[config.mk]
export PLATFORM = sky130hd
export DESIGN_NAME = spvg_div
export DESIGN_NICKNAME = d
export VERILOG_FILES = /design/src/spvg_pkg.sv /design/src/spvg_div.sv
export SDC_FILE = /design/constraint.sdc
export NUM_CORES = 2
export LEC_CHECK = 0
export ABC_CLOCK_PERIOD_IN_PS = 7600
export BUFFER_PORTS_ARGS = -buffer_cell sky130_fd_sc_hd__buf_2
export CORE_ASPECT_RATIO = 0.5
export CORE_MARGIN = 1.5
export CORE_UTILIZATION = 26
export DETAILED_ROUTE_END_ITERATION = 7
export GPL_ROUTABILITY_DRIVEN = 0
export PLACE_DENSITY = 0.51
export SYNTH_ARGS = -nofsm -noshare
export SYNTH_HDL_FRONTEND = slang
export SYNTH_SLANG_ARGS = --single-unit
[constraint.sdc]
create_clock -name clk -period 7.6 [get_ports clk]
set_input_delay 0.76 -clock clk [delete_from_list [all_inputs] [get_ports clk]]
set_output_delay 0.76 -clock clk [all_outputs]
set_load 0.1 [all_outputs]
[src/spvg_pkg.sv]
// ----------------------------------------------------------------------------
// Sphere patch vertex generator package
// Shared constants, CORDIC arctangent table, register indexes and word types.
// ----------------------------------------------------------------------------
package spvg_pkg;

    localparam int CORDIC_STAGES  = 16;
    localparam int MAX_RESOLUTION = 256;
    localparam int MAX_SEGMENTS   = 4096;

    // Fractional divider: floor(2^FRAC_BITS * n / d) with n <= d
    localparam int FRAC_BITS = 32;
    localparam int DIV_W     = 26;
    localparam int DIV_LAT   = FRAC_BITS + 1;

    // CORDIC datapath and trig result widths (Q30)
    localparam int CW       = 34;
    localparam int TRIG_W   = 32;
    localparam int CORD_LAT = CORDIC_STAGES + 2;

    localparam logic [30:0]          HALF_PI_Q30 = 31'd1686629713;
    localparam logic signed [CW-1:0] GAIN_Q30    = 34'sd652032874;
    localparam logic signed [CW-1:0] ONE_Q30     = 34'sd1073741824;

    localparam logic signed [CW-1:0] ATAN_TAB [30] = '{
        34'sd843314857, 34'sd497837829, 34'sd263043837, 34'sd133525159,
        34'sd67021687,  34'sd33543516,  34'sd16775851,  34'sd8388437,
        34'sd4194283,   34'sd2097149,   34'sd1048576,   34'sd524288,
        34'sd262144,    34'sd131072,    34'sd65536,     34'sd32768,
        34'sd16384,     34'sd8192,      34'sd4096,      34'sd2048,
        34'sd1024,      34'sd512,       34'sd256,       34'sd128,
        34'sd64,        34'sd32,        34'sd16,        34'sd8,
        34'sd4,         34'sd2
    };

    typedef enum logic [2:0] {
        REG_LNG_DIVISIONS  = 3'd0,
        REG_LAT_DIVISIONS  = 3'd1,
        REG_LAT_BAND       = 3'd2,
        REG_RESOLUTION     = 3'd3,
        REG_BASE_SEGMENTS  = 3'd4,
        REG_REDUCE_MODE    = 3'd5,
        REG_OUTSIDE_FACING = 3'd6,
        REG_SHIFT_ORIGIN   = 3'd7
    } cfg_reg_t;

    typedef struct packed {
        logic [8:0]  strip_index;
        logic [12:0] segment_index;
    } point_t;

    typedef struct packed {
        logic signed [15:0] pos_x;
        logic signed [15:0] pos_y;
        logic signed [15:0] pos_z;
        logic signed [15:0] norm_x;
        logic signed [15:0] norm_y;
        logic signed [15:0] norm_z;
        logic [16:0]        tex_u;
        logic [16:0]        tex_v;
        logic [18:0]        micro_u;
        logic [18:0]        micro_v;
        logic               point_invalid;
    } vertex_t;

    // Sideband carried alongside the divider pipeline
    typedef struct packed {
        logic bad;
        logic nzero;
    } div_side_t;

    // Sideband carried alongside the CORDIC pipeline
    typedef struct packed {
        logic        bad;
        logic        nzero;
        logic [16:0] tu;
        logic [16:0] tv;
    } trig_side_t;

endpackage

[src/spvg_div.sv]
// ----------------------------------------------------------------------------
// Pipelined fractional divider
// Restoring division, one quotient bit per stage: quo = floor(2^32 * num / den).
// ----------------------------------------------------------------------------
module spvg_div (
    input  logic                          clk,
    input  logic                          en,
    input  logic [spvg_pkg::DIV_W-1:0]    num,
    input  logic [spvg_pkg::DIV_W-1:0]    den,
    output logic [spvg_pkg::FRAC_BITS:0]  quo
);
    import spvg_pkg::*;

    logic [DIV_W-1:0]     rem_reg  [DIV_LAT];
    logic [DIV_W-1:0]     den_reg  [DIV_LAT];
    logic [FRAC_BITS:0]   quo_reg  [DIV_LAT];
    logic [DIV_W-1:0]     rem_next [DIV_LAT];
    logic [FRAC_BITS:0]   quo_next [DIV_LAT];

    always_comb
    begin
        logic [DIV_W:0] shifted;
        shifted = '0;
        // integer bit: num equals den at most
        if (num >= den)
        begin
            rem_next[0] = num - den;
            quo_next[0] = {{FRAC_BITS{1'b0}}, 1'b1};
        end
        else
        begin
            rem_next[0] = num;
            quo_next[0] = '0;
        end
        for (int k = 1; k < DIV_LAT; k++)
        begin
            shifted = {rem_reg[k-1], 1'b0};
            if (shifted >= {1'b0, den_reg[k-1]})
            begin
                rem_next[k] = DIV_W'(shifted - {1'b0, den_reg[k-1]});
                quo_next[k] = {quo_reg[k-1][FRAC_BITS-1:0], 1'b1};
            end
            else
            begin
                rem_next[k] = shifted[DIV_W-1:0];
                quo_next[k] = {quo_reg[k-1][FRAC_BITS-1:0], 1'b0};
            end
        end
    end

    always_ff @(posedge clk)
    begin
        if (en)
        begin
            den_reg[0] <= den;
            for (int k = 0; k < DIV_LAT; k++)
            begin
                rem_reg[k] <= rem_next[k];
                quo_reg[k] <= quo_next[k];
            end
            for (int k = 1; k < DIV_LAT; k++)
            begin
                den_reg[k] <= den_reg[k-1];
            end
        end
    end

    assign quo = quo_reg[DIV_LAT-1];

endmodule

==> flow_summary.yaml <==
cells_and_area:
  stdcell_count: 16600
  fin_util_pct: 29.47
  register_area_sq_um: 66810
  layout.nets: 11260
  fill_cells: 45910
  area_delta_synth_final_pct: 12.94
  antenna_cells: 0
  final_layout_size_suffix_gt1_share_pct: 7.472
  multi_input_area_sq_um: 46990
global_route:
  grt_util_met1_pct: 11.39
  grt_pass1_wl_um: 392300
  groute.layer.met3.usage_pct: 1.632
  grt_max_degree: 179
  grt_pass1_vias: 75640
  gr-total-overflow: 0
  grt_usage_pct: 10.34
  use_met2_pct: 19.18
  grt.busiest_layer: "met2"
  antenna_found_initial: 1
timing:
  rsz0062_at_grt: "false"
  fin_worst_hold_slack_ns: 0.1734
  setup_ws_ns: 2.518
  fin_worst_skew_ns: 0.08485
  finalCritPeriodShare_pct: 66.87
  setup_viol: 0
  hold_violations: 0
  fmax_ghz: 0.1968
  slew_violations: 0
  worst_pin_slew_ns: 1.244
  period_minus_slack_ns: 5.082
  tns_ns: 0
  slew_headroom_pct: 15.91
worst_setup_path:
  crit_path_end_kind: "flip-flop"
  crit_path_end: "rem_reg[0][712]"
  crit_path_max_fanout: 24
  worst_path_most_repeated_cell: "buf_4"
  crit_chain: "ha_1 > and2_1 > nand3_1 > nor2_1 > and3_1 > nor4bb_1 > nor4b_1 > a2111oi_0 > buf_4 > o21ai_4 > buf_4 > mux2_2"
  r2r-start: "rem_reg[0][692]"
  max_stage_delay_ns: 0.99
  worstPathRequired_ns: 8.22
  ff2ff_setup_slack_ns: 2.52
  critPathLaunch: "rem_reg[0][692]"
  cp-start-kind: "flip-flop"
  cp_slowest_cell: "nor4bb_1"
  worst_ep_arrival_time_ns: 5.71
  worstSetupPathType: "reg2reg"
  reg2regPathDepth: 12
  r2r-end: "rem_reg[0][712]"
clock_tree:
  postCtsSetupBuffers: 0
  ctsHtreeMaxLevel: 4
  clk_latency_ns: 0.92
  root_buffer: "clkbuf_16"
  clk_pin_slew_ns: 0.06
  cts_buffers: 227
  cts_tree: "yes"
  clockBufferDepth: 4
  cts_resized: 0
  clock-sinks: 2225
  holdBufCountCts: 26
yosys:
  ys_top_cells_by_count: "edfxtp_1, inv_1, a21oi_1, ha_1, nand2_1"
  synth.largest_area_cell: "edfxtp_1"
  synth_top_area_share_pct: 56.39
  ys_ff_latch: 2225
  synthAdderAreaFrac_pct: 9.590
  syn_area_per_cell_sq_um: 11.69
  synth_top_family_by_area: "compound AO/OA/AOI/OAI gates"
  yosysSeqAreaShare_pct: 56.39
  ys_types: 89
  synth.most_common_cell: "edfxtp_1"
  synthTopCellsByArea: "edfxtp_1, ha_1, a21oi_1"
  async_reset_ff_share_pct: 0
  synth_fp_nets: 11080
  synth_compound_area_share_pct: 13.87
  synth_edf_count: 2225
  synth-simple-area-share_pct: 8.257
  muxShareOfSynthArea_pct: 2.540
  syn_inst: 10140
  ys_dominant_reg_cell: "edfxtp_1"
  synth_xor_area_share_pct: 5.240
  synth.cell_area_sq_um: 118500
  ys_warn_count: 0
power:
  clkPwrFrac_pct: 20.2
  p_per_area_nw_per_um2: 410.8
  p_leak_nw: 52.63
  p_sw_mw: 20.33
  p_sw_share_pct: 36.98
  ir_drop_uv: 215.4
  seqPwrFrac_pct: 36.0
  cell_internal_pwr_mw: 34.65
  combPwrFrac_pct: 43.8
die:
  die_x_um: 957.7
  die_y_um: 480.4
  dieArea_sq_um: 460100
  initial_core_util_pct: 26.09
  io_pins: 87
  rows: 175
  coreArea_sq_um: 454100
routing:
  drtIter0Drc: 4294
  wl_per_cell_um: 14.98
  route.vias.total: 74650
  drcViolationCount: 0
  first_pass_iters: 6
  routed_wl_um: 248700
  viasPerCell: 4.498
  ant_nets: 0
placement:
  io_buffers: 86
  dp_slack_ns: 2.407
  dp.cells: 16170
  dp_hpwl_um: 180000
min_path:
  hold_path_class: "in2reg"
run_status:
  status: "finished clean"
run:
  max-cap-violations: 0
-- critical path: cells and delay by family, from the launching register on --
| family | cells | cell delay, ns |
|---|---|---|
| buffers and inverters | 2 | 0.55 |
| AND/OR/NAND/NOR | 6 | 2.63 |
| multiplexers | 1 | 0.35 |
| AO/OA/AOI/OAI | 2 | 0.42 |
| adder cells (fa/ha/maj) | 1 | 0.42 |
| flip-flops | 1 | 0.45 |
-- final cells by class --
type / count / share of cell area (%)
Inverter: 1066 / 2.990
Timing Repair Buffer: 164 / 0.9405
Clock inverter: 142 / 0.9919
Sequential cell: 2225 / 49.92
Tap cell: 6106 / 5.708
Multi-Input combinational cell: 6635 / 35.11
Clock buffer: 260 / 4.337
-- worst min-delay path by stage --
stage	startpoint	to	depth (start not counted)
global placement	quo_reg[0][642]	quo_reg[0][676]	0
global route	num[16]	rem_reg[0][16]	2
floorplan	quo_reg[0][966]	quo_reg[0][1000]	0
detailed placement	quo_reg[0][991]	quo_reg[0][1025]	0
finish	num[10]	rem_reg[0][10]	2
CTS	num[16]	rem_reg[0][16]	2
-- kinds of logic after synthesis --
| logic type | count (synthesis) |
|---|---|
| flops | 2225 |
| simple gates | 2104 |
| compound gates | 2665 |
| fa+ha+maj | 889 |
| xor+xnor | 709 |
| buf+inv | 1276 |
| mux | 268 |
-- routing by layer --
layer | wire, um | share of wire (%)
met1 | 103200 | 41
met2 | 123700 | 50
met3 | 8098 | 3.3
met4 | 13740 | 5.5
met5 | 0 | 0
-- through the flow --
| step | total power, mW | area (sq um) |
|---|---|---|
| 2_1_floorplan | 37.97 | 118500 |
| 3_3_place_gp | 43.53 | 126400 |
| 3_5_place_dp | 43.91 | 126400 |
| 4_1_cts | 55.48 | 133800 |
| 5_1_grt | 59.01 | 133800 |
| 6_report | 54.98 | 133800 |
-- cells in the final DEF, fill, tap and decap left out, drive strengths merged, types with 19 or more instances in the layout --
master and count:
a211o 28, a211oi 57, a21boi 19, a21o 425
a21oi 869, a221oi 23, a31o 22, a31oi 91
and2 41, and3 58, and4 20, buf 138
bufinv 22, clkbuf 260, clkinv 101, dlygate4sd3 26
edfxtp 2225, fa 32, ha 857, inv 1071
mux2 262, nand2 672, nand2b 121, nand3 167
nand4 111, nor2 594, nor2b 113, nor3 95
nor4 31, o211ai 32, o21a 95, o21ai 674
o21bai 118, o31ai 50, o41ai 19, or2 23
or3 23, xnor2 419, xor2 290
-- power groups by stage --
stage | Clock (mW) | Combinational, mW | Sequential [mW]
detailed placement | 0 | 23.9 | 20.0
finish | 11.1 | 24.1 | 19.8
global route | 12.1 | 26.9 | 20.1
global placement | 0 | 23.5 | 20.0
floorplan | 0 | 18.7 | 19.3
CTS | 11.6 | 24.1 | 19.8
(Power assumes the default switching activity.)
